===== src/utf8d_pkg.sv =====
`timescale 1ns / 1ps
// ----------------------------------------------------------------------------
// utf8d_pkg
// Beat types and byte-class constants for the UTF-8 stream decoder.
// ----------------------------------------------------------------------------
package utf8d_pkg;

  localparam int unsigned CpW = 31;

  // Byte class boundaries and payload masks
  localparam logic [7:0] ContLo   = 8'h80;
  localparam logic [7:0] Lead2Lo  = 8'hc0;
  localparam logic [7:0] Lead3Lo  = 8'he0;
  localparam logic [7:0] Lead4Lo  = 8'hf0;
  localparam logic [7:0] Lead5Lo  = 8'hf8;
  localparam logic [7:0] Lead6Lo  = 8'hfc;
  localparam logic [7:0] ContMask = 8'h3f;

  // Replacement character '?'
  localparam logic [CpW-1:0] ReplChar = CpW'(63);

  // Depth of the result queue
  localparam int unsigned OutDepth = 4;

  typedef struct packed {
    logic [7:0] in_byte;
    logic       end_of_stream;
  } in_t;

  typedef struct packed {
    logic [CpW-1:0] code_point;
    logic           is_replacement;
    logic           last_of_run;
  } out_t;

endpackage


===== src/utf8_stream_decoder.sv =====
`timescale 1ns / 1ps
// ----------------------------------------------------------------------------
// utf8_stream_decoder
// Byte-serial UTF-8 decoder with legacy 5- and 6-byte forms; malformed input
// yields '?' flagged as a replacement.
// ----------------------------------------------------------------------------
// Takes one byte per cycle while the input is not stalled. An accepted byte
// sits in an input register, is decoded there against the sequence state, and
// its zero, one or two results enter a four-entry result queue on the edge that
// takes it out of that register; the first result can leave the cycle after that.
// Output drains one result per cycle while out_stall_i is low, so the sustained
// rate is one byte per cycle as long as bytes average no more than one result;
// the queue absorbs bytes that give two results. The input stalls only when
// the queue lacks room for the results of the byte held in the input register.
module utf8_stream_decoder #(
  parameter int unsigned OutDepth = utf8d_pkg::OutDepth
) (
  input  logic            clk_i,
  input  logic            rst_ni,
  input  logic            in_valid_i,
  output logic            in_stall_o,
  input  utf8d_pkg::in_t  in_data_i,
  output logic            out_valid_o,
  input  logic            out_stall_i,
  output utf8d_pkg::out_t out_data_o
);

  localparam int unsigned PtrW = (OutDepth > 1) ? $clog2(OutDepth) : 1;
  localparam int unsigned CntW = $clog2(OutDepth + 1);
  localparam int unsigned CpW  = utf8d_pkg::CpW;

  typedef struct packed {
    logic           emit;
    logic [CpW-1:0] cp;
    logic           repl;
    logic           skip;
    logic [2:0]     pend;
    logic [CpW-1:0] part;
  } start_t;

  // Decode a byte that does not continue a pending sequence
  function automatic start_t start_dec(input logic [7:0] b);
    start_t s;
    s = '0;
    priority if (b < utf8d_pkg::ContLo) begin
      s.emit = 1'b1;
      s.cp   = CpW'(b);
    end else if (b < utf8d_pkg::Lead2Lo) begin
      s.emit = 1'b1;
      s.cp   = utf8d_pkg::ReplChar;
      s.repl = 1'b1;
      s.skip = 1'b1;
    end else if (b < utf8d_pkg::Lead3Lo) begin
      s.pend = 3'd1;
      s.part = CpW'(b[4:0]);
    end else if (b < utf8d_pkg::Lead4Lo) begin
      s.pend = 3'd2;
      s.part = CpW'(b[3:0]);
    end else if (b < utf8d_pkg::Lead5Lo) begin
      s.pend = 3'd3;
      s.part = CpW'(b[2:0]);
    end else if (b < utf8d_pkg::Lead6Lo) begin
      s.pend = 3'd4;
      s.part = CpW'(b[1:0]);
    end else begin
      s.pend = 3'd5;
      s.part = CpW'(b[0]);
    end
    return s;
  endfunction

  // Advance a queue pointer by up to two entries, wrapping at the depth
  function automatic logic [PtrW-1:0] ptr_add(input logic [PtrW-1:0] p,
                                               input logic [1:0]      inc);
    logic [PtrW+1:0] sum;
    sum = {2'b00, p} + {PtrW'(0), inc};
    if (sum >= (PtrW+2)'(OutDepth)) begin
      sum = sum - (PtrW+2)'(OutDepth);
    end
    return sum[PtrW-1:0];
  endfunction

  // Input register
  logic           in_vld_q;
  utf8d_pkg::in_t in_q;

  // Sequence state
  logic [2:0]     pend_q, pend_d;
  logic [CpW-1:0] part_q, part_d;
  logic           skip_q, skip_d;

  // Result queue
  utf8d_pkg::out_t mem_q [OutDepth];
  logic [PtrW-1:0] wr_ptr_q, rd_ptr_q;
  logic [CntW-1:0] cnt_q;

  // Decode results of the registered byte
  logic           res_vld [2];
  logic [CpW-1:0] res_cp  [2];
  logic           res_rpl [2];
  logic [1:0]     nres;
  logic           proc;
  logic           pop;
  logic           in_acc;

  // Decode the held byte against the sequence state
  always_comb begin
    logic [7:0] b;
    logic       cont;
    start_t     s;
    b       = in_q.in_byte;
    cont    = (b >= utf8d_pkg::ContLo) && (b < utf8d_pkg::Lead2Lo);
    s       = start_dec(b);
    pend_d  = pend_q;
    part_d  = part_q;
    skip_d  = skip_q;
    nres    = 2'd0;
    for (int k = 0; k < 2; k++) begin
      res_vld[k] = 1'b0;
      res_cp[k]  = '0;
      res_rpl[k] = 1'b0;
    end
    if (pend_q != 3'd0) begin
      if (cont) begin
        part_d = {part_q[CpW-7:0], b[5:0] & utf8d_pkg::ContMask[5:0]};
        pend_d = pend_q - 3'd1;
        if (pend_d == 3'd0) begin
          res_vld[0] = 1'b1;
          res_cp[0]  = part_d;
          nres       = 2'd1;
          part_d     = '0;
        end
      end else begin
        // Broken sequence: replace, then decode the byte as a new lead
        res_vld[0] = 1'b1;
        res_cp[0]  = utf8d_pkg::ReplChar;
        res_rpl[0] = 1'b1;
        nres       = 2'd1;
        pend_d     = s.pend;
        part_d     = s.part;
        if (s.skip) begin
          skip_d = 1'b1;
        end
        if (s.emit) begin
          res_vld[1] = 1'b1;
          res_cp[1]  = s.cp;
          res_rpl[1] = s.repl;
          nres       = 2'd2;
        end
      end
    end else if (skip_q && cont) begin
      // drop the continuation byte
      nres = 2'd0;
    end else begin
      skip_d = s.skip;
      pend_d = s.pend;
      part_d = s.part;
      if (s.emit) begin
        res_vld[0] = 1'b1;
        res_cp[0]  = s.cp;
        res_rpl[0] = s.repl;
        nres       = 2'd1;
      end
    end
    // Flush a truncated sequence at end of stream
    if (in_q.end_of_stream) begin
      if (pend_d != 3'd0) begin
        res_vld[nres[0]] = 1'b1;
        res_cp[nres[0]]  = utf8d_pkg::ReplChar;
        res_rpl[nres[0]] = 1'b1;
        nres             = nres + 2'd1;
      end
      pend_d = 3'd0;
      part_d = '0;
      skip_d = 1'b0;
    end
  end

  // Handshakes
  assign proc        = in_vld_q && ((32'(cnt_q) + 32'(nres)) <= OutDepth);
  assign in_stall_o  = in_vld_q && !proc;
  assign in_acc      = in_valid_i && !in_stall_o;
  assign out_valid_o = (cnt_q != '0);
  assign out_data_o  = mem_q[rd_ptr_q];
  assign pop         = out_valid_o && !out_stall_i;

  // Hold the input beat and the sequence state
  always_ff @(posedge clk_i or negedge rst_ni) begin
    if (!rst_ni) begin
      in_vld_q <= 1'b0;
      pend_q   <= 3'd0;
      part_q   <= '0;
      skip_q   <= 1'b0;
    end else begin
      if (in_acc) begin
        in_vld_q <= 1'b1;
      end else if (proc) begin
        in_vld_q <= 1'b0;
      end
      if (proc) begin
        pend_q <= pend_d;
        part_q <= part_d;
        skip_q <= skip_d;
      end
    end
  end

  always_ff @(posedge clk_i) begin
    if (in_acc) begin
      in_q <= in_data_i;
    end
  end

  // Advance queue pointers and count
  always_ff @(posedge clk_i or negedge rst_ni) begin
    if (!rst_ni) begin
      wr_ptr_q <= '0;
      rd_ptr_q <= '0;
      cnt_q    <= '0;
    end else begin
      if (proc) begin
        wr_ptr_q <= ptr_add(wr_ptr_q, nres);
      end
      if (pop) begin
        rd_ptr_q <= ptr_add(rd_ptr_q, 2'd1);
      end
      cnt_q <= CntW'(32'(cnt_q) + (proc ? 32'(nres) : 32'd0) - (pop ? 32'd1 : 32'd0));
    end
  end

  // Write results into the queue
  always_ff @(posedge clk_i) begin
    if (proc) begin
      for (int k = 0; k < 2; k++) begin
        if (res_vld[k]) begin
          mem_q[ptr_add(wr_ptr_q, 2'(k))] <= '{
            code_point:     res_cp[k],
            is_replacement: res_rpl[k],
            last_of_run:    (32'(k) + 32'd1 == 32'(nres))
          };
        end
      end
    end
  end

`ifndef SYNTHESIS
  a_cnt_bound: assert property (@(posedge clk_i) disable iff (!rst_ni)
    32'(cnt_q) <= OutDepth)
    else $error("result queue overflow");

  a_pend_bound: assert property (@(posedge clk_i) disable iff (!rst_ni)
    pend_q <= 3'd5)
    else $error("pending count out of range");

  a_eos_clear: assert property (@(posedge clk_i) disable iff (!rst_ni)
    proc && in_q.end_of_stream |=> pend_q == 3'd0 && !skip_q && part_q == '0)
    else $error("state not cleared after end of stream");
`endif

endmodule


===== config.mk =====
export PLATFORM = sky130hd
export DESIGN_NAME = utf8_stream_decoder
export DESIGN_NICKNAME = d
export VERILOG_FILES = /design/src/utf8d_pkg.sv /design/src/utf8_stream_decoder.sv
export SDC_FILE = /design/constraint.sdc
export NUM_CORES = 1
export LEC_CHECK = 0
export ABC_AREA = 0
export BUFFER_PORTS_ARGS = -buffer_cell sky130_fd_sc_hd__buf_4
export CORE_UTILIZATION = 60
export CTS_CLUSTER_DIAMETER = 80
export CTS_CLUSTER_SIZE = 12
export DETAILED_ROUTE_END_ITERATION = 6
export GPL_TIMING_DRIVEN = 0
export PLACE_DENSITY = 0.85
export SLEW_MARGIN = 20
export SYNTH_ARGS = -nofsm -noshare
export SYNTH_HDL_FRONTEND = slang
export SYNTH_SLANG_ARGS = --single-unit

===== constraint.sdc =====
create_clock -name clk_i -period 19.14 [get_ports clk_i]
set_clock_uncertainty 0.15 [all_clocks]
set_input_delay 2.871 -clock clk_i [delete_from_list [all_inputs] [get_ports clk_i]]
set_output_delay 2.871 -clock clk_i [all_outputs]
set_load 0.02 [all_outputs]

==> results of run 1 <==
sequential cells by signal, summed over array words and instances (netlist names):
| register | count |
|---|---|
| mem_q | 132 |
| part_q | 25 |
| in_q | 9 |
| cnt_q | 3 |
| pend_q | 3 |
| rd_ptr_q | 2 |
| wr_ptr_q | 2 |
| in_vld_q | 1 |
| skip_q | 1 |
final cells by class:
type                    instances  area, µm²
plain buffers                  45        216
clock buffers                  26        554
clock inverters                 6       87.6
fillers                       871       3930
inverters                      15       56.3
multi-input cells             421       3070
flip-flops and latches        178       5160
well taps                     180        225
repair buffers                 54        520
layer usage:
metal	global-route usage	vias to the layer above	wire length [µm]
li1	-	2615	-
met5	0	-	0
met1	0.383	2945	7650
met3	0.0580	76	1680
met2	0.518	393	10800
met4	0.133	0	722
how the worst max path moves through the flow:
stage,slack [ps],endpoint,from,cells after the start
4_1_cts,11760,in_stall_o,pend_q[0],17
5_1_grt,11340,in_stall_o,pend_q[0],17
3_5_place_dp,12240,in_stall_o,pend_q[0],17
2_1_floorplan,12610,mem_q[2][0],pend_q[0],17
6_report,11740,in_stall_o,pend_q[0],17
3_3_place_gp,10340,mem_q[2][29],pend_q[0],17
worst max-delay path, delay by kind of cell, from the launching register on:
| family | cells | cell delay, ps |
|---|---|---|
| adders and majority gates | 3 | 970 |
| DFF | 1 | 350 |
| and+or+nand+nor | 3 | 410 |
| AOI/OAI and AO/OA | 5 | 1340 |
| buffers and inverters | 6 | 880 |
kinds of logic (layout without fill, tap and decap cells):
family	Yosys count	count (layout)	share of synthesized area
adder cells (fa/ha/maj)	12	12	0.0195
XOR/XNOR	6	6	0.00622
flip-flops	178	178	0.610
buffers and inverters	60	146	0.0323
AO/OA/AOI/OAI	131	131	0.111
AND/OR/NAND/NOR	218	218	0.108
multiplexers	54	54	0.113
layout by cell type (no fill, tap or decap), types with 3 or more instances in the layout:
| cell | Yosys | routed |
|---|---|---|
| sky130_fd_sc_hd__mux2i_1 | 21 | 21 |
| sky130_fd_sc_hd__buf_16 | 0 | 5 |
| sky130_fd_sc_hd__inv_1 | 13 | 13 |
| sky130_fd_sc_hd__and3_1 | 4 | 4 |
| sky130_fd_sc_hd__xnor2_1 | 3 | 3 |
| sky130_fd_sc_hd__nand3_1 | 7 | 7 |
| sky130_fd_sc_hd__nor2_2 | 3 | 3 |
| sky130_fd_sc_hd__buf_2 | 20 | 20 |
| sky130_fd_sc_hd__o21ai_0 | 20 | 19 |
| sky130_fd_sc_hd__clkbuf_16 | 0 | 21 |
| sky130_fd_sc_hd__nor2_1 | 125 | 125 |
| sky130_fd_sc_hd__a21o_1 | 4 | 4 |
| sky130_fd_sc_hd__nand2b_1 | 3 | 3 |
| sky130_fd_sc_hd__clkbuf_1 | 18 | 22 |
| sky130_fd_sc_hd__and2_1 | 3 | 3 |
| sky130_fd_sc_hd__o22ai_4 | 0 | 3 |
| sky130_fd_sc_hd__a22o_1 | 20 | 20 |
| sky130_fd_sc_hd__o221ai_1 | 4 | 4 |
| sky130_fd_sc_hd__o21a_1 | 4 | 4 |
| sky130_fd_sc_hd__dfrtp_1 | 37 | 37 |
| sky130_fd_sc_hd__o211ai_1 | 3 | 3 |
| sky130_fd_sc_hd__buf_4 | 4 | 51 |
| sky130_fd_sc_hd__ha_1 | 10 | 10 |
| sky130_fd_sc_hd__nor3_1 | 5 | 5 |
| sky130_fd_sc_hd__a21oi_1 | 38 | 38 |
| sky130_fd_sc_hd__nand2_1 | 56 | 56 |
| sky130_fd_sc_hd__xor2_1 | 3 | 3 |
| sky130_fd_sc_hd__mux4_2 | 33 | 33 |
| sky130_fd_sc_hd__o221a_2 | 5 | 5 |
| sky130_fd_sc_hd__o41ai_1 | 4 | 4 |
| sky130_fd_sc_hd__edfxtp_1 | 141 | 141 |
per-stage QoR:
step                      cells  setup slack (ps)  hold WS (ps)
after floorplan             659             12610           316
after global placement      886             10340           343
after detailed placement    893             12240           343
after CTS                   925             11760           362
after global routing        925             11340           391
final                       925             11740           370
==> impl_metrics.prom, run 1 <==
# TYPE chip_impl_metric gauge
chip_impl_metric{name="required_time_of_the_critical_path",unit="ps"} 16120
chip_impl_metric{name="critPathArrivalTime",unit="ps"} 4380
chip_impl_metric{name="syn_area",unit="µm²"} 8450
chip_impl_metric{name="detail_route.first_pass.iterations",unit=""} 6
chip_impl_metric{name="post_drt_via_cell_ratio",unit=""} 6.52
chip_impl_info{name="synth_most_common_cell",value="sky130_fd_sc_hd__edfxtp_1"} 1
chip_impl_metric{name="timing.final.hold_violations",unit=""} 0
chip_impl_metric{name="number_of_distinct_library_cell_variants_in_the_gate_level_netlist_after_synthesis",unit=""} 58
chip_impl_metric{name="fin_crit",unit="ps"} 7400
chip_impl_metric{name="critPathMaxStageDelay",unit="ps"} 460
chip_impl_metric{name="rows",unit=""} 43
chip_impl_metric{name="maximum_clock_rate",unit="GHz"} 0.135
chip_impl_metric{name="floorplan.die_area",unit="µm²"} 14600
chip_impl_metric{name="floorplan.initialDensity",unit=""} 0.611
chip_impl_info{name="timing.critical_path.slowest_stage_cell",value="sky130_fd_sc_hd__fa_1"} 1
chip_impl_info{name="synth_common_cells",value="sky130_fd_sc_hd__edfxtp_1 (141), sky130_fd_sc_hd__nor2_1 (125), sky130_fd_sc_hd__nand2_1 (56)"} 1
chip_impl_metric{name="port-buffer-count",unit=""} 47
chip_impl_metric{name="finalCoreUtilization",unit=""} 0.716
chip_impl_metric{name="place_hpwl",unit="mm"} 13.7
chip_impl_metric{name="grt_max_degree",unit=""} 38
chip_impl_metric{name="antennaDiodeCount",unit=""} 0
chip_impl_metric{name="groute.usage.overall",unit=""} 0.305
chip_impl_info{name="worstHoldPathType",value="flip-flop to flip-flop"} 1
chip_impl_info{name="clockRootBuffer",value="sky130_fd_sc_hd__clkbuf_16"} 1
chip_impl_info{name="cp_common_cell",value="sky130_fd_sc_hd__inv_1"} 1
chip_impl_metric{name="clockBufferDepth",unit=""} 2
chip_impl_metric{name="worstRegToRegCells",unit=""} 24
chip_impl_metric{name="synthesis.yosys.warnings",unit=""} 0
chip_impl_metric{name="async_flop_share",unit=""} 0.208
chip_impl_metric{name="worst_hold_path.num_cells",unit=""} 1
chip_impl_metric{name="placed_area",unit="µm²"} 9250
chip_impl_metric{name="final_min_period_over_clock_period",unit=""} 0.387
chip_impl_metric{name="grt_antenna_before_repair",unit=""} 0
chip_impl_metric{name="synth_sequential_area_ratio",unit=""} 0.610
chip_impl_metric{name="syn-instance-count",unit=""} 659
chip_impl_metric{name="worstSkewPairLatency",unit="ps"} 430
chip_impl_metric{name="gr-total-overflow",unit=""} 0
chip_impl_metric{name="routedWlPerCell",unit="µm"} 22.5
chip_impl_info{name="crit_start_category",value="flip-flop"} 1
chip_impl_info{name="setup.worst_path.end_class",value="primary output"} 1
chip_impl_metric{name="design.core.area",unit="µm²"} 13800
chip_impl_metric{name="h-tree-depth",unit=""} 4
chip_impl_metric{name="number_of_nets_in_the_final_layout",unit=""} 757
chip_impl_metric{name="vias",unit=""} 6029
chip_impl_metric{name="postSynthNetCount",unit=""} 684
chip_impl_info{name="crit_path_category",value="flip-flop to primary output"} 1
chip_impl_metric{name="share_of_yosys_cell_area_claimed_by_the_top_area_cell_type",unit=""} 0.501
chip_impl_info{name="result_of_the_run",value="complete, no violations"} 1
chip_impl_metric{name="synth_edf_count",unit=""} 141
chip_impl_info{name="hold_path_startpoint",value="part_q[21]"} 1
chip_impl_metric{name="cts.hold.buffers_added",unit=""} 0
chip_impl_metric{name="grt_pass1_wl",unit="mm"} 32.7
chip_impl_metric{name="grt_pass1_vias",unit=""} 5989
chip_impl_metric{name="relSlewSlack",unit=""} 0.441
chip_impl_metric{name="cts.reportedPaths.clkPinSlew",unit="ps"} 70
chip_impl_metric{name="drv.max_cap_violation_count",unit=""} 0
chip_impl_metric{name="tns",unit="ps"} 0
chip_impl_info{name="ys.flop_type",value="sky130_fd_sc_hd__edfxtp_1"} 1
chip_impl_metric{name="setup_fix_buffers_added_after_clock_tree_synthesis",unit=""} 0
chip_impl_metric{name="cts_buffers",unit=""} 17
chip_impl_info{name="timing.critical_path.cells",value="clkbuf_1 > inv_1 > ha_1 > and2_1 > o21ai_1 > a21boi_0 > o21a_1 > inv_2 > ha_1 > inv_1 > o21ai_2 > fa_1 > o21ai_0 > nand2_1 > nand2_1 > inv_1 > buf_4"} 1
chip_impl_info{name="yosys-top-cells-area",value="sky130_fd_sc_hd__edfxtp_1 (50%), sky130_fd_sc_hd__dfrtp_1 (11%), sky130_fd_sc_hd__mux4_2 (8.8%)"} 1
chip_impl_metric{name="crit_path_max_fanout",unit=""} 8
chip_impl_info{name="cts_tree",value="done"} 1
chip_impl_metric{name="timing_worst_slew_pin_value",unit="ps"} 839
chip_impl_info{name="worstReg2RegEnd",value="cnt_q[2]"} 1
chip_impl_metric{name="globalplace.congestion",unit=""} 0.925
chip_impl_metric{name="die_y",unit="µm"} 121
chip_impl_metric{name="drive_above_1_share",unit=""} 0.223
chip_impl_metric{name="antenna_violation_net_count_after_detailed_routing",unit=""} 0
chip_impl_metric{name="pin_count",unit=""} 48
chip_impl_metric{name="fp.dieW",unit="µm"} 121
chip_impl_info{name="synthDominantAreaCellType",value="sky130_fd_sc_hd__edfxtp_1"} 1
chip_impl_metric{name="synth-seq-cells",unit=""} 178
chip_impl_metric{name="total_detailed_routing_wirelength",unit="mm"} 20.8
chip_impl_metric{name="pins_over_their_slew_limit",unit=""} 0
chip_impl_info{name="holdPathEnd",value="part_q[21]"} 1
chip_impl_metric{name="cts.sinks",unit=""} 178
chip_impl_metric{name="finish.instance_area",unit="µm²"} 9890
chip_impl_metric{name="drt_first_iter_violations",unit=""} 683
chip_impl_metric{name="area_delta_synth_final",unit="%"} 17.0
chip_impl_metric{name="syn-mean-instance-area",unit="µm²"} 12.8
chip_impl_info{name="unrepaired_setup_endpoints_after_global_routing",value="no"} 1
chip_impl_metric{name="remaining_drc_errors",unit=""} 0
chip_impl_metric{name="reg2reg_slack",unit="ps"} 13110
chip_impl_metric{name="ctsResizeCount",unit=""} 0
chip_impl_metric{name="timing.final.setup_violations",unit=""} 0
chip_impl_info{name="timing.rr.start",value="pend_q[0]"} 1
Power of run 1 is not shown: default switching activity piles up to over one toggle a cycle in this logic, so the estimate is an artifact.
==> inputs of run 2 (changes only) <==
--- a/config.mk
+++ b/config.mk
@@ -5,14 +5,14 @@
 export SDC_FILE = /design/constraint.sdc
 export NUM_CORES = 1
 export LEC_CHECK = 0
-export ABC_AREA = 0
+export ABC_AREA = 1
 export BUFFER_PORTS_ARGS = -buffer_cell sky130_fd_sc_hd__buf_4
 export CORE_UTILIZATION = 60
 export CTS_CLUSTER_DIAMETER = 80
 export CTS_CLUSTER_SIZE = 12
 export DETAILED_ROUTE_END_ITERATION = 6
 export GPL_TIMING_DRIVEN = 0
-export PLACE_DENSITY = 0.85
+export PLACE_DENSITY = 0.84
 export SLEW_MARGIN = 20
 export SYNTH_ARGS = -nofsm -noshare
 export SYNTH_HDL_FRONTEND = slang
==> constraint.sdc (replaced) <==
create_clock -name clk_i -period 7.4 [get_ports clk_i]
set_clock_uncertainty 0.15 [all_clocks]
set_input_delay 1.11 -clock clk_i [delete_from_list [all_inputs] [get_ports clk_i]]
set_output_delay 1.11 -clock clk_i [all_outputs]
set_load 0.02 [all_outputs]
==> run 2 against run 1 <==
  * The run now ends with DRC left
  * Synthesized area grew 4.9%
  * Clock-buffer cell count fell by 8
  * Register-to-register slack worse by 11000 ps
  * Final cell count up 33%
  * Design area up 3.3%
  * Hold slack lost 0.93 ps
  * Non-clock buffer count increased by 3
  * Sequential share of layout area fell by 1.7 points
  * Highest routed layer unchanged
==> impl_metrics.prom, run 2 <==
# TYPE chip_impl_metric gauge
chip_impl_metric{name="timing.final.hold_violations",unit=""} 0
chip_impl_metric{name="cts_buffers",unit=""} 17
chip_impl_metric{name="floorplan.die_area",unit="µm²"} 15300
chip_impl_metric{name="syn-instance-count",unit=""} 964
chip_impl_info{name="timing.rr.start",value="pend_q[0]"} 1
chip_impl_metric{name="worstSkewPairLatency",unit="ps"} 440
chip_impl_info{name="failed_checks",value="DRC"} 1
chip_impl_metric{name="h-tree-depth",unit=""} 4
chip_impl_metric{name="postSynthNetCount",unit=""} 989
chip_impl_metric{name="detail_route.first_pass.iterations",unit=""} 7
chip_impl_metric{name="cts.reportedPaths.clkPinSlew",unit="ps"} 70
chip_impl_metric{name="tns",unit="ps"} 0
chip_impl_metric{name="finish.instance_area",unit="µm²"} 10200
chip_impl_info{name="synth_most_common_cell",value="sky130_fd_sc_hd__nand2_1"} 1
chip_impl_metric{name="ctsResizeCount",unit=""} 0
chip_impl_metric{name="reg2reg_slack",unit="ps"} 1840
chip_impl_metric{name="grt_pass1_vias",unit=""} 6680
chip_impl_metric{name="grt_util_met1",unit=""} 0.387
chip_impl_metric{name="path_buf_inv",unit=""} 5
chip_impl_info{name="crit_path_category",value="flip-flop to flip-flop"} 1
chip_impl_metric{name="gr-total-overflow",unit=""} 0
chip_impl_metric{name="final-seq-area",unit="µm²"} 5160
chip_impl_metric{name="required_time_of_the_critical_path",unit="ps"} 7570
chip_impl_metric{name="cell_depth_of_the_worst_setup_path",unit=""} 23
chip_impl_metric{name="syn-mean-instance-area",unit="µm²"} 9.19
chip_impl_metric{name="timing_worst_slew_pin_value",unit="ps"} 739
chip_impl_metric{name="antennaDiodeCount",unit=""} 0
chip_impl_metric{name="share_of_yosys_cell_area_claimed_by_the_top_area_cell_type",unit=""} 0.478
chip_impl_metric{name="grt_util_met2",unit=""} 0.509
chip_impl_metric{name="place_hpwl",unit="mm"} 15.2
chip_impl_metric{name="pins_over_their_slew_limit",unit=""} 0
chip_impl_metric{name="critPathMaxStageDelay",unit="ps"} 510
chip_impl_info{name="clockRootBuffer",value="sky130_fd_sc_hd__clkbuf_16"} 1
chip_impl_info{name="crit_start_category",value="flip-flop"} 1
chip_impl_info{name="critPathTopFamily",value="adder cells"} 1
chip_impl_metric{name="cts.hold.buffers_added",unit=""} 0
chip_impl_info{name="timing.critical_path.slowest_stage_cell",value="sky130_fd_sc_hd__fa_1"} 1
chip_impl_metric{name="floorplan.initialDensity",unit=""} 0.612
chip_impl_info{name="yosys-top-cells-area",value="sky130_fd_sc_hd__edfxtp_1 (48%), sky130_fd_sc_hd__dfrtp_1 (10%), sky130_fd_sc_hd__nand2_1 (8.0%)"} 1
chip_impl_metric{name="critPathArrivalTime",unit="ps"} 5730
chip_impl_info{name="synth_common_cells",value="sky130_fd_sc_hd__nand2_1 (189), sky130_fd_sc_hd__inv_1 (161), sky130_fd_sc_hd__edfxtp_1 (141)"} 1
chip_impl_metric{name="design.core.area",unit="µm²"} 14500
chip_impl_metric{name="cts.sinks",unit=""} 178
chip_impl_info{name="crit_path_end",value="cnt_q[2]"} 1
chip_impl_metric{name="met3_usage",unit=""} 0.0632
chip_impl_metric{name="routedWlPerCell",unit="µm"} 18.1
chip_impl_info{name="timing.critical_path.cells",value="inv_1 > ha_1 > xnor2_1 > nand2_1 > nand2_1 > nand3_1 > ha_1 > nand3_1 > nand2_1 > fa_1 > nor2_1 > o211ai_1 > nor2_2 > buf_2 > clkbuf_1 > nand2_1 > ha_1 > inv_1 > ha_1 > inv_1 > fa_1 > xnor2_1 > xor2_1"} 1
chip_impl_metric{name="drv.max_cap_violation_count",unit=""} 0
chip_impl_metric{name="async_flop_share",unit=""} 0.208
chip_impl_metric{name="placed_area",unit="µm²"} 9560
chip_impl_metric{name="fp.dieW",unit="µm"} 124
chip_impl_metric{name="fin_crit",unit="ps"} 5560
chip_impl_metric{name="number_of_distinct_library_cell_variants_in_the_gate_level_netlist_after_synthesis",unit=""} 36
chip_impl_metric{name="total_detailed_routing_wirelength",unit="mm"} 22.3
chip_impl_info{name="critical_path.startpoint",value="pend_q[0]"} 1
chip_impl_metric{name="worstRegToRegCells",unit=""} 23
chip_impl_metric{name="crit_path_max_fanout",unit=""} 10
chip_impl_info{name="globalRoute.busiestLayer",value="met2"} 1
chip_impl_metric{name="remaining_drc_errors",unit=""} 1
chip_impl_metric{name="clockBufferDepth",unit=""} 2
chip_impl_metric{name="port-buffer-count",unit=""} 47
chip_impl_metric{name="vias",unit=""} 7037
chip_impl_metric{name="setup_fix_buffers_added_after_clock_tree_synthesis",unit=""} 0
chip_impl_metric{name="relSlewSlack",unit=""} 0.503
chip_impl_info{name="max_flop_register",value="mem_q"} 1
chip_impl_metric{name="synthesis.yosys.warnings",unit=""} 0
chip_impl_info{name="setup.worst_path.end_class",value="flip-flop"} 1
chip_impl_metric{name="antenna_violation_net_count_after_detailed_routing",unit=""} 0
chip_impl_metric{name="post_layout_nonfiller_instances",unit=""} 1231
chip_impl_info{name="hold_path_startpoint",value="part_q[6]"} 1
chip_impl_info{name="worstHoldPathType",value="flip-flop to flip-flop"} 1
chip_impl_info{name="result_of_the_run",value="finished, violations left"} 1
chip_impl_metric{name="drive_above_1_share",unit=""} 0.118
chip_impl_metric{name="synth-seq-cells",unit=""} 178
chip_impl_metric{name="rows",unit=""} 44
chip_impl_info{name="unrepaired_setup_endpoints_after_global_routing",value="no"} 1
chip_impl_metric{name="final_min_period_over_clock_period",unit=""} 0.751
chip_impl_metric{name="grt_pass1_wl",unit="mm"} 34.0
chip_impl_metric{name="postLayoutSetupSlackWorst",unit="ps"} 1840
chip_impl_metric{name="grt_antenna_before_repair",unit=""} 0
chip_impl_metric{name="timing.final.setup_violations",unit=""} 0
chip_impl_info{name="synthDominantAreaCellType",value="sky130_fd_sc_hd__edfxtp_1"} 1
chip_impl_metric{name="globalplace.congestion",unit=""} 0.910
chip_impl_info{name="cts_tree",value="done"} 1
chip_impl_metric{name="multiInputGateArea",unit="µm²"} 2810
chip_impl_metric{name="syn_area",unit="µm²"} 8860
chip_impl_metric{name="grt_max_degree",unit=""} 38
chip_impl_info{name="largestRegisters",value="mem_q (132), part_q (25), in_q (9)"} 1
chip_impl_metric{name="layout.filler_cells",unit=""} 1036
chip_impl_metric{name="area_delta_synth_final",unit="%"} 15.3
chip_impl_metric{name="synth_sequential_area_ratio",unit=""} 0.582
chip_impl_metric{name="maximum_clock_rate",unit="GHz"} 0.180
chip_impl_info{name="mostFrequentLayoutCell",value="sky130_fd_sc_hd__nand2_1"} 1
chip_impl_metric{name="number_of_nets_in_the_final_layout",unit=""} 1059
chip_impl_metric{name="groute.usage.overall",unit=""} 0.307
chip_impl_metric{name="detailedPlace.worstSlack",unit="ps"} 1860
chip_impl_metric{name="post_drt_via_cell_ratio",unit=""} 5.72
chip_impl_metric{name="pin_count",unit=""} 48
chip_impl_metric{name="synth_edf_count",unit=""} 141
chip_impl_metric{name="die_y",unit="µm"} 124
chip_impl_info{name="worstReg2RegEnd",value="cnt_q[2]"} 1
chip_impl_info{name="ys.flop_type",value="sky130_fd_sc_hd__edfxtp_1"} 1
chip_impl_metric{name="largest_register_ff_count",unit=""} 132
chip_impl_info{name="most-common-layout-cells",value="sky130_fd_sc_hd__nand2_1 (185), sky130_fd_sc_hd__inv_1 (161), sky130_fd_sc_hd__edfxtp_1 (141)"} 1
chip_impl_metric{name="numPlacedInstances",unit=""} 1199
chip_impl_metric{name="drt_first_iter_violations",unit=""} 944
-- run 2: cell count changes after synthesis, sizes merged, moves of 5 or more --
cell,delta
a211oi,+5
mux2i,-21
nand2,+137
inv,+147
a21oi,-30
clkbuf,+10
o21ai,+114
a22o,-20
mux4,-33
o22ai,+31
nand3,+41
nor2,-18
o221a,-5
-- run 2: cell type report --
cell class | instances | share of cell area
Inverter | 163 | 0.0599
Buffer | 51 | 0.0283
Clock inverter | 14 | 0.0218
Clock buffer | 18 | 0.0430
Sequential cell | 178 | 0.505
Multi-Input combinational cell | 572 | 0.275
Tap cell | 184 | 0.0225
Timing Repair Buffer | 51 | 0.0446
-- run 2: worst min path at each step --
stage                      end  slack, ps  depth (start not counted)
floorplan           part_q[10]        330                          2
global route        part_q[20]        400                          2
global placement    part_q[13]        330                          2
CTS                 part_q[10]        370                          2
detailed placement  part_q[15]        350                          2
finish              part_q[12]        370                          2
-- run 2: worst register-to-register path: stages (launching register included) --
cell                       delay (ps)
sky130_fd_sc_hd__dfrtp_1          380
sky130_fd_sc_hd__inv_1            100
sky130_fd_sc_hd__ha_1             220
sky130_fd_sc_hd__xnor2_1          240
sky130_fd_sc_hd__nand2_1          240
sky130_fd_sc_hd__nand2_1          220
sky130_fd_sc_hd__nand3_1          160
sky130_fd_sc_hd__ha_1             320
sky130_fd_sc_hd__nand3_1          100
sky130_fd_sc_hd__nand2_1          200
sky130_fd_sc_hd__fa_1             510
sky130_fd_sc_hd__nor2_1           120
sky130_fd_sc_hd__o211ai_1         150
sky130_fd_sc_hd__nor2_2           330
sky130_fd_sc_hd__buf_2            340
sky130_fd_sc_hd__clkbuf_1         400
sky130_fd_sc_hd__nand2_1          110
sky130_fd_sc_hd__ha_1             280
sky130_fd_sc_hd__inv_1             60
sky130_fd_sc_hd__ha_1             130
sky130_fd_sc_hd__inv_1             50
sky130_fd_sc_hd__fa_1             370
sky130_fd_sc_hd__xnor2_1          140
sky130_fd_sc_hd__xor2_1           140
-- run 2: cell families (layout without fill, tap and decap cells) --
| family | count (synthesis) | after routing | synth area share |
|---|---|---|---|
| adders and majority gates | 12 | 12 | 0.0186 |
| AOI/OAI and AO/OA | 197 | 197 | 0.120 |
| buffers and inverters | 214 | 297 | 0.102 |
| DFF | 178 | 178 | 0.582 |
| xor gates and xnor gates | 5 | 5 | 0.00494 |
| and+or+nand+nor | 358 | 358 | 0.172 |
-- run 2: per-layer routing --
metal | vias up | wire [µm]
met5 | - | 0
met4 | 0 | 661
met3 | 54 | 2030
met2 | 378 | 11000
met1 | 3299 | 8560
li1 | 3306 | -
-- run 2: metrics by stage --
stage               hold slack (ps)   util
CTS                             371  0.706
global route                    399  0.706
floorplan                       328      -
finish                          369  0.706
detailed placement              348  0.660
global placement                332  0.652
Power of run 2 is left out for the same reason.
==> inputs of run 3 (changes only) <==
--- a/config.mk
+++ b/config.mk
@@ -7,12 +7,12 @@
 export LEC_CHECK = 0
 export ABC_AREA = 1
 export BUFFER_PORTS_ARGS = -buffer_cell sky130_fd_sc_hd__buf_4
-export CORE_UTILIZATION = 60
+export CORE_UTILIZATION = 55
 export CTS_CLUSTER_DIAMETER = 80
 export CTS_CLUSTER_SIZE = 12
 export DETAILED_ROUTE_END_ITERATION = 6
 export GPL_TIMING_DRIVEN = 0
-export PLACE_DENSITY = 0.84
+export PLACE_DENSITY = 0.82
 export SLEW_MARGIN = 20
 export SYNTH_ARGS = -nofsm -noshare
 export SYNTH_HDL_FRONTEND = slang
==> constraint.sdc (replaced) <==
create_clock -name clk_i -period 4.5 [get_ports clk_i]
set_clock_uncertainty 0.15 [all_clocks]
set_input_delay 0.675 -clock clk_i [delete_from_list [all_inputs] [get_ports clk_i]]
set_output_delay 0.675 -clock clk_i [all_outputs]
set_load 0.02 [all_outputs]
==> run 3 against run 2 <==
  * The run now ends clean
  * Hold slack got worse by 310 ps
  * Die area increased by 8.9%
  * Maximum frequency increased by 25%
  * Final cell count increased by 4.1%
  * Via count increased by 3.3%
  * Wire length increased by 6.6%
  * Register-to-register slack got worse by 1800 ps
  * Sequential share of layout area decreased by 1.7 points
  * Design area increased by 3.4%
  * Clock-buffer cell count unchanged
==> impl_metrics.prom, run 3 (synthesized netlist as in run 2, its figures left out) <==
# TYPE chip_impl_metric gauge
chip_impl_info{name="clockRootBuffer",value="sky130_fd_sc_hd__clkbuf_16"} 1
chip_impl_metric{name="h-tree-depth",unit=""} 4
chip_impl_metric{name="floorplan.die_area",unit="µm²"} 16600
chip_impl_metric{name="placed_area",unit="µm²"} 9630
chip_impl_metric{name="grt_antenna_before_repair",unit=""} 0
chip_impl_metric{name="total_detailed_routing_wirelength",unit="mm"} 23.8
chip_impl_info{name="largestRegisters",value="mem_q (132), part_q (25), in_q (9)"} 1
chip_impl_metric{name="floorplan.initialDensity",unit=""} 0.560
chip_impl_info{name="mostFrequentLayoutCell",value="sky130_fd_sc_hd__nand2_1"} 1
chip_impl_metric{name="timing.final.hold_violations",unit=""} 0
chip_impl_metric{name="critPathArrivalTime",unit="ps"} 4640
chip_impl_metric{name="cts_buffers",unit=""} 17
chip_impl_metric{name="pins_over_their_slew_limit",unit=""} 0
chip_impl_info{name="cts_tree",value="done"} 1
chip_impl_metric{name="drv.max_cap_violation_count",unit=""} 0
chip_impl_metric{name="fin_crit",unit="ps"} 4440
chip_impl_metric{name="globalplace.congestion",unit=""} 0.945
chip_impl_metric{name="worstSkewPairLatency",unit="ps"} 430
chip_impl_metric{name="drive_above_1_share",unit=""} 0.165
chip_impl_info{name="crit_start_category",value="flip-flop"} 1
chip_impl_metric{name="postLayoutSetupSlackWorst",unit="ps"} 56.5
chip_impl_metric{name="post_drt_via_cell_ratio",unit=""} 5.68
chip_impl_metric{name="design.core.area",unit="µm²"} 15800
chip_impl_metric{name="routedWlPerCell",unit="µm"} 18.5
chip_impl_info{name="most-common-layout-cells",value="sky130_fd_sc_hd__nand2_1 (176), sky130_fd_sc_hd__inv_1 (154), sky130_fd_sc_hd__edfxtp_1 (141)"} 1
chip_impl_metric{name="drt_first_iter_violations",unit=""} 914
chip_impl_metric{name="grt_max_degree",unit=""} 38
chip_impl_metric{name="clockBufferDepth",unit=""} 2
chip_impl_metric{name="antennaDiodeCount",unit=""} 0
chip_impl_metric{name="area_delta_synth_final",unit="%"} 19.3
chip_impl_metric{name="vias",unit=""} 7272
chip_impl_metric{name="cts.hold.buffers_added",unit=""} 0
chip_impl_metric{name="detail_route.first_pass.iterations",unit=""} 6
chip_impl_metric{name="pin_count",unit=""} 48
chip_impl_metric{name="number_of_nets_in_the_final_layout",unit=""} 1077
chip_impl_metric{name="maximum_clock_rate",unit="GHz"} 0.225
chip_impl_metric{name="timing_worst_slew_pin_value",unit="ps"} 758
chip_impl_metric{name="rows",unit=""} 46
chip_impl_metric{name="detailedPlace.worstSlack",unit="ps"} -651
chip_impl_info{name="setup.worst_path.end_class",value="flip-flop"} 1
chip_impl_metric{name="relSlewSlack",unit=""} 0.491
chip_impl_metric{name="die_y",unit="µm"} 129
chip_impl_info{name="worstHoldPathType",value="input port to asynchronous set/reset pin"} 1
chip_impl_metric{name="largest_register_ff_count",unit=""} 132
chip_impl_metric{name="final_min_period_over_clock_period",unit=""} 0.987
chip_impl_metric{name="required_time_of_the_critical_path",unit="ps"} 4700
chip_impl_metric{name="crit_path_max_fanout",unit=""} 11
chip_impl_metric{name="cts.sinks",unit=""} 178
chip_impl_metric{name="cts.reportedPaths.clkPinSlew",unit="ps"} 70
chip_impl_metric{name="finish.instance_area",unit="µm²"} 10600
chip_impl_metric{name="gr-total-overflow",unit=""} 0
chip_impl_metric{name="place_hpwl",unit="mm"} 15.2
chip_impl_metric{name="port-buffer-count",unit=""} 47
chip_impl_metric{name="remaining_drc_errors",unit=""} 0
chip_impl_info{name="result_of_the_run",value="complete, no violations"} 1
chip_impl_metric{name="grt_pass1_wl",unit="mm"} 35.7
chip_impl_info{name="crit_path_category",value="flip-flop to flip-flop"} 1
chip_impl_metric{name="groute.usage.overall",unit=""} 0.291
chip_impl_info{name="max_flop_register",value="mem_q"} 1
chip_impl_metric{name="grt_pass1_vias",unit=""} 6944
chip_impl_metric{name="timing.final.setup_violations",unit=""} 0
chip_impl_metric{name="fp.dieW",unit="µm"} 129
chip_impl_metric{name="antenna_violation_net_count_after_detailed_routing",unit=""} 0
==> run 3: changes by cell type in the layout (fill, tap and decap cells not counted), moves of 3 or more <==
cell / delta
sky130_fd_sc_hd__nand2_2: +3
sky130_fd_sc_hd__ha_1: -3
sky130_fd_sc_hd__nand2_1: -9
sky130_fd_sc_hd__nor2_1: -5
sky130_fd_sc_hd__nand3_2: +3
sky130_fd_sc_hd__clkinv_4: +3
sky130_fd_sc_hd__buf_4: +19
sky130_fd_sc_hd__nand2_4: +5
sky130_fd_sc_hd__ha_4: +3
sky130_fd_sc_hd__nor2_4: +4
sky130_fd_sc_hd__inv_2: +7
sky130_fd_sc_hd__inv_1: -7
sky130_fd_sc_hd__nand3_1: -4
==> run 3: what timing repair did <==
item,CTS,global route
resized for setup,19,26
pin swaps,5,16
gates cloned,0,0
setup buffers,4,15
endpoints found under the hold margin,0,0
endpoints found under the setup margin,135,135
==> run 3: worst max-delay path, cell delays in order, from the launching register on <==
cell	delay (ps)
sky130_fd_sc_hd__edfxtp_1	500
sky130_fd_sc_hd__buf_4	180
sky130_fd_sc_hd__nand3_2	130
sky130_fd_sc_hd__nor2_4	200
sky130_fd_sc_hd__inv_1	80
sky130_fd_sc_hd__nand3_2	80
sky130_fd_sc_hd__nand2_2	90
sky130_fd_sc_hd__nand2_4	120
sky130_fd_sc_hd__buf_4	130
sky130_fd_sc_hd__buf_4	120
sky130_fd_sc_hd__nand3_2	100
sky130_fd_sc_hd__nand2_4	110
sky130_fd_sc_hd__fa_1	420
sky130_fd_sc_hd__nor2_1	140
sky130_fd_sc_hd__o211ai_1	170
sky130_fd_sc_hd__nor2_4	150
sky130_fd_sc_hd__buf_6	150
sky130_fd_sc_hd__nand2_1	60
sky130_fd_sc_hd__ha_1	260
sky130_fd_sc_hd__inv_1	60
sky130_fd_sc_hd__ha_1	150
sky130_fd_sc_hd__inv_1	70
sky130_fd_sc_hd__fa_2	400
sky130_fd_sc_hd__xnor2_2	170
sky130_fd_sc_hd__xor2_1	190
==> run 3: worst paths after layout <==
| check | to | start | slack (ps) | cells past startpoint |
|---|---|---|---|---|
| worst max-delay path | cnt_q[2] | in_q[8] | 60 | 24 |
| worst min-delay path | cnt_q[1] | rst_ni | 60 | 1 |
| worst max register to register | cnt_q[2] | in_q[8] | 60 | 24 |
| worst min register to register | part_q[9] | part_q[3] | 380 | 2 |
| max in group asynchronous | rd_ptr_q[1] | rst_ni | 3770 | 1 |
| min in group clk_i | in_q[0] | in_data_i[0] | 270 | 1 |
==> run 3: final cells by class <==
| type | count | area, µm² |
|---|---|---|
| Fill cell | 1112 | 5260 |
| Sequential cell | 178 | 5160 |
| Multi-Input combinational cell | 572 | 3000 |
| Inverter | 163 | 613 |
| Timing Repair Buffer | 70 | 606 |
| Clock buffer | 18 | 429 |
| Buffer | 50 | 292 |
| Tap cell | 216 | 270 |
| Clock inverter | 14 | 206 |
==> run 3: stage by stage <==
step                      TNS (ps)  hold WS (ps)  utilization  instances
after detailed placement    -29950           356        0.608       1231
after CTS                        0          72.2        0.655       1267
after global placement     -124830           334        0.601       1227
after floorplan                  0           229            -        964
final                            0          63.9        0.668       1281
after global routing         -2650          93.1        0.668       1281
==> run 3: per-layer routing <==
metal  GRT usage  part of all wire  vias up
met5           0                 0        -
met4       0.153             0.050        0
met3      0.0474             0.098       89
met2       0.493              0.49      467
met1       0.362              0.36     3366
li1            -                 -     3350
Power of run 3 is left out for the same reason.
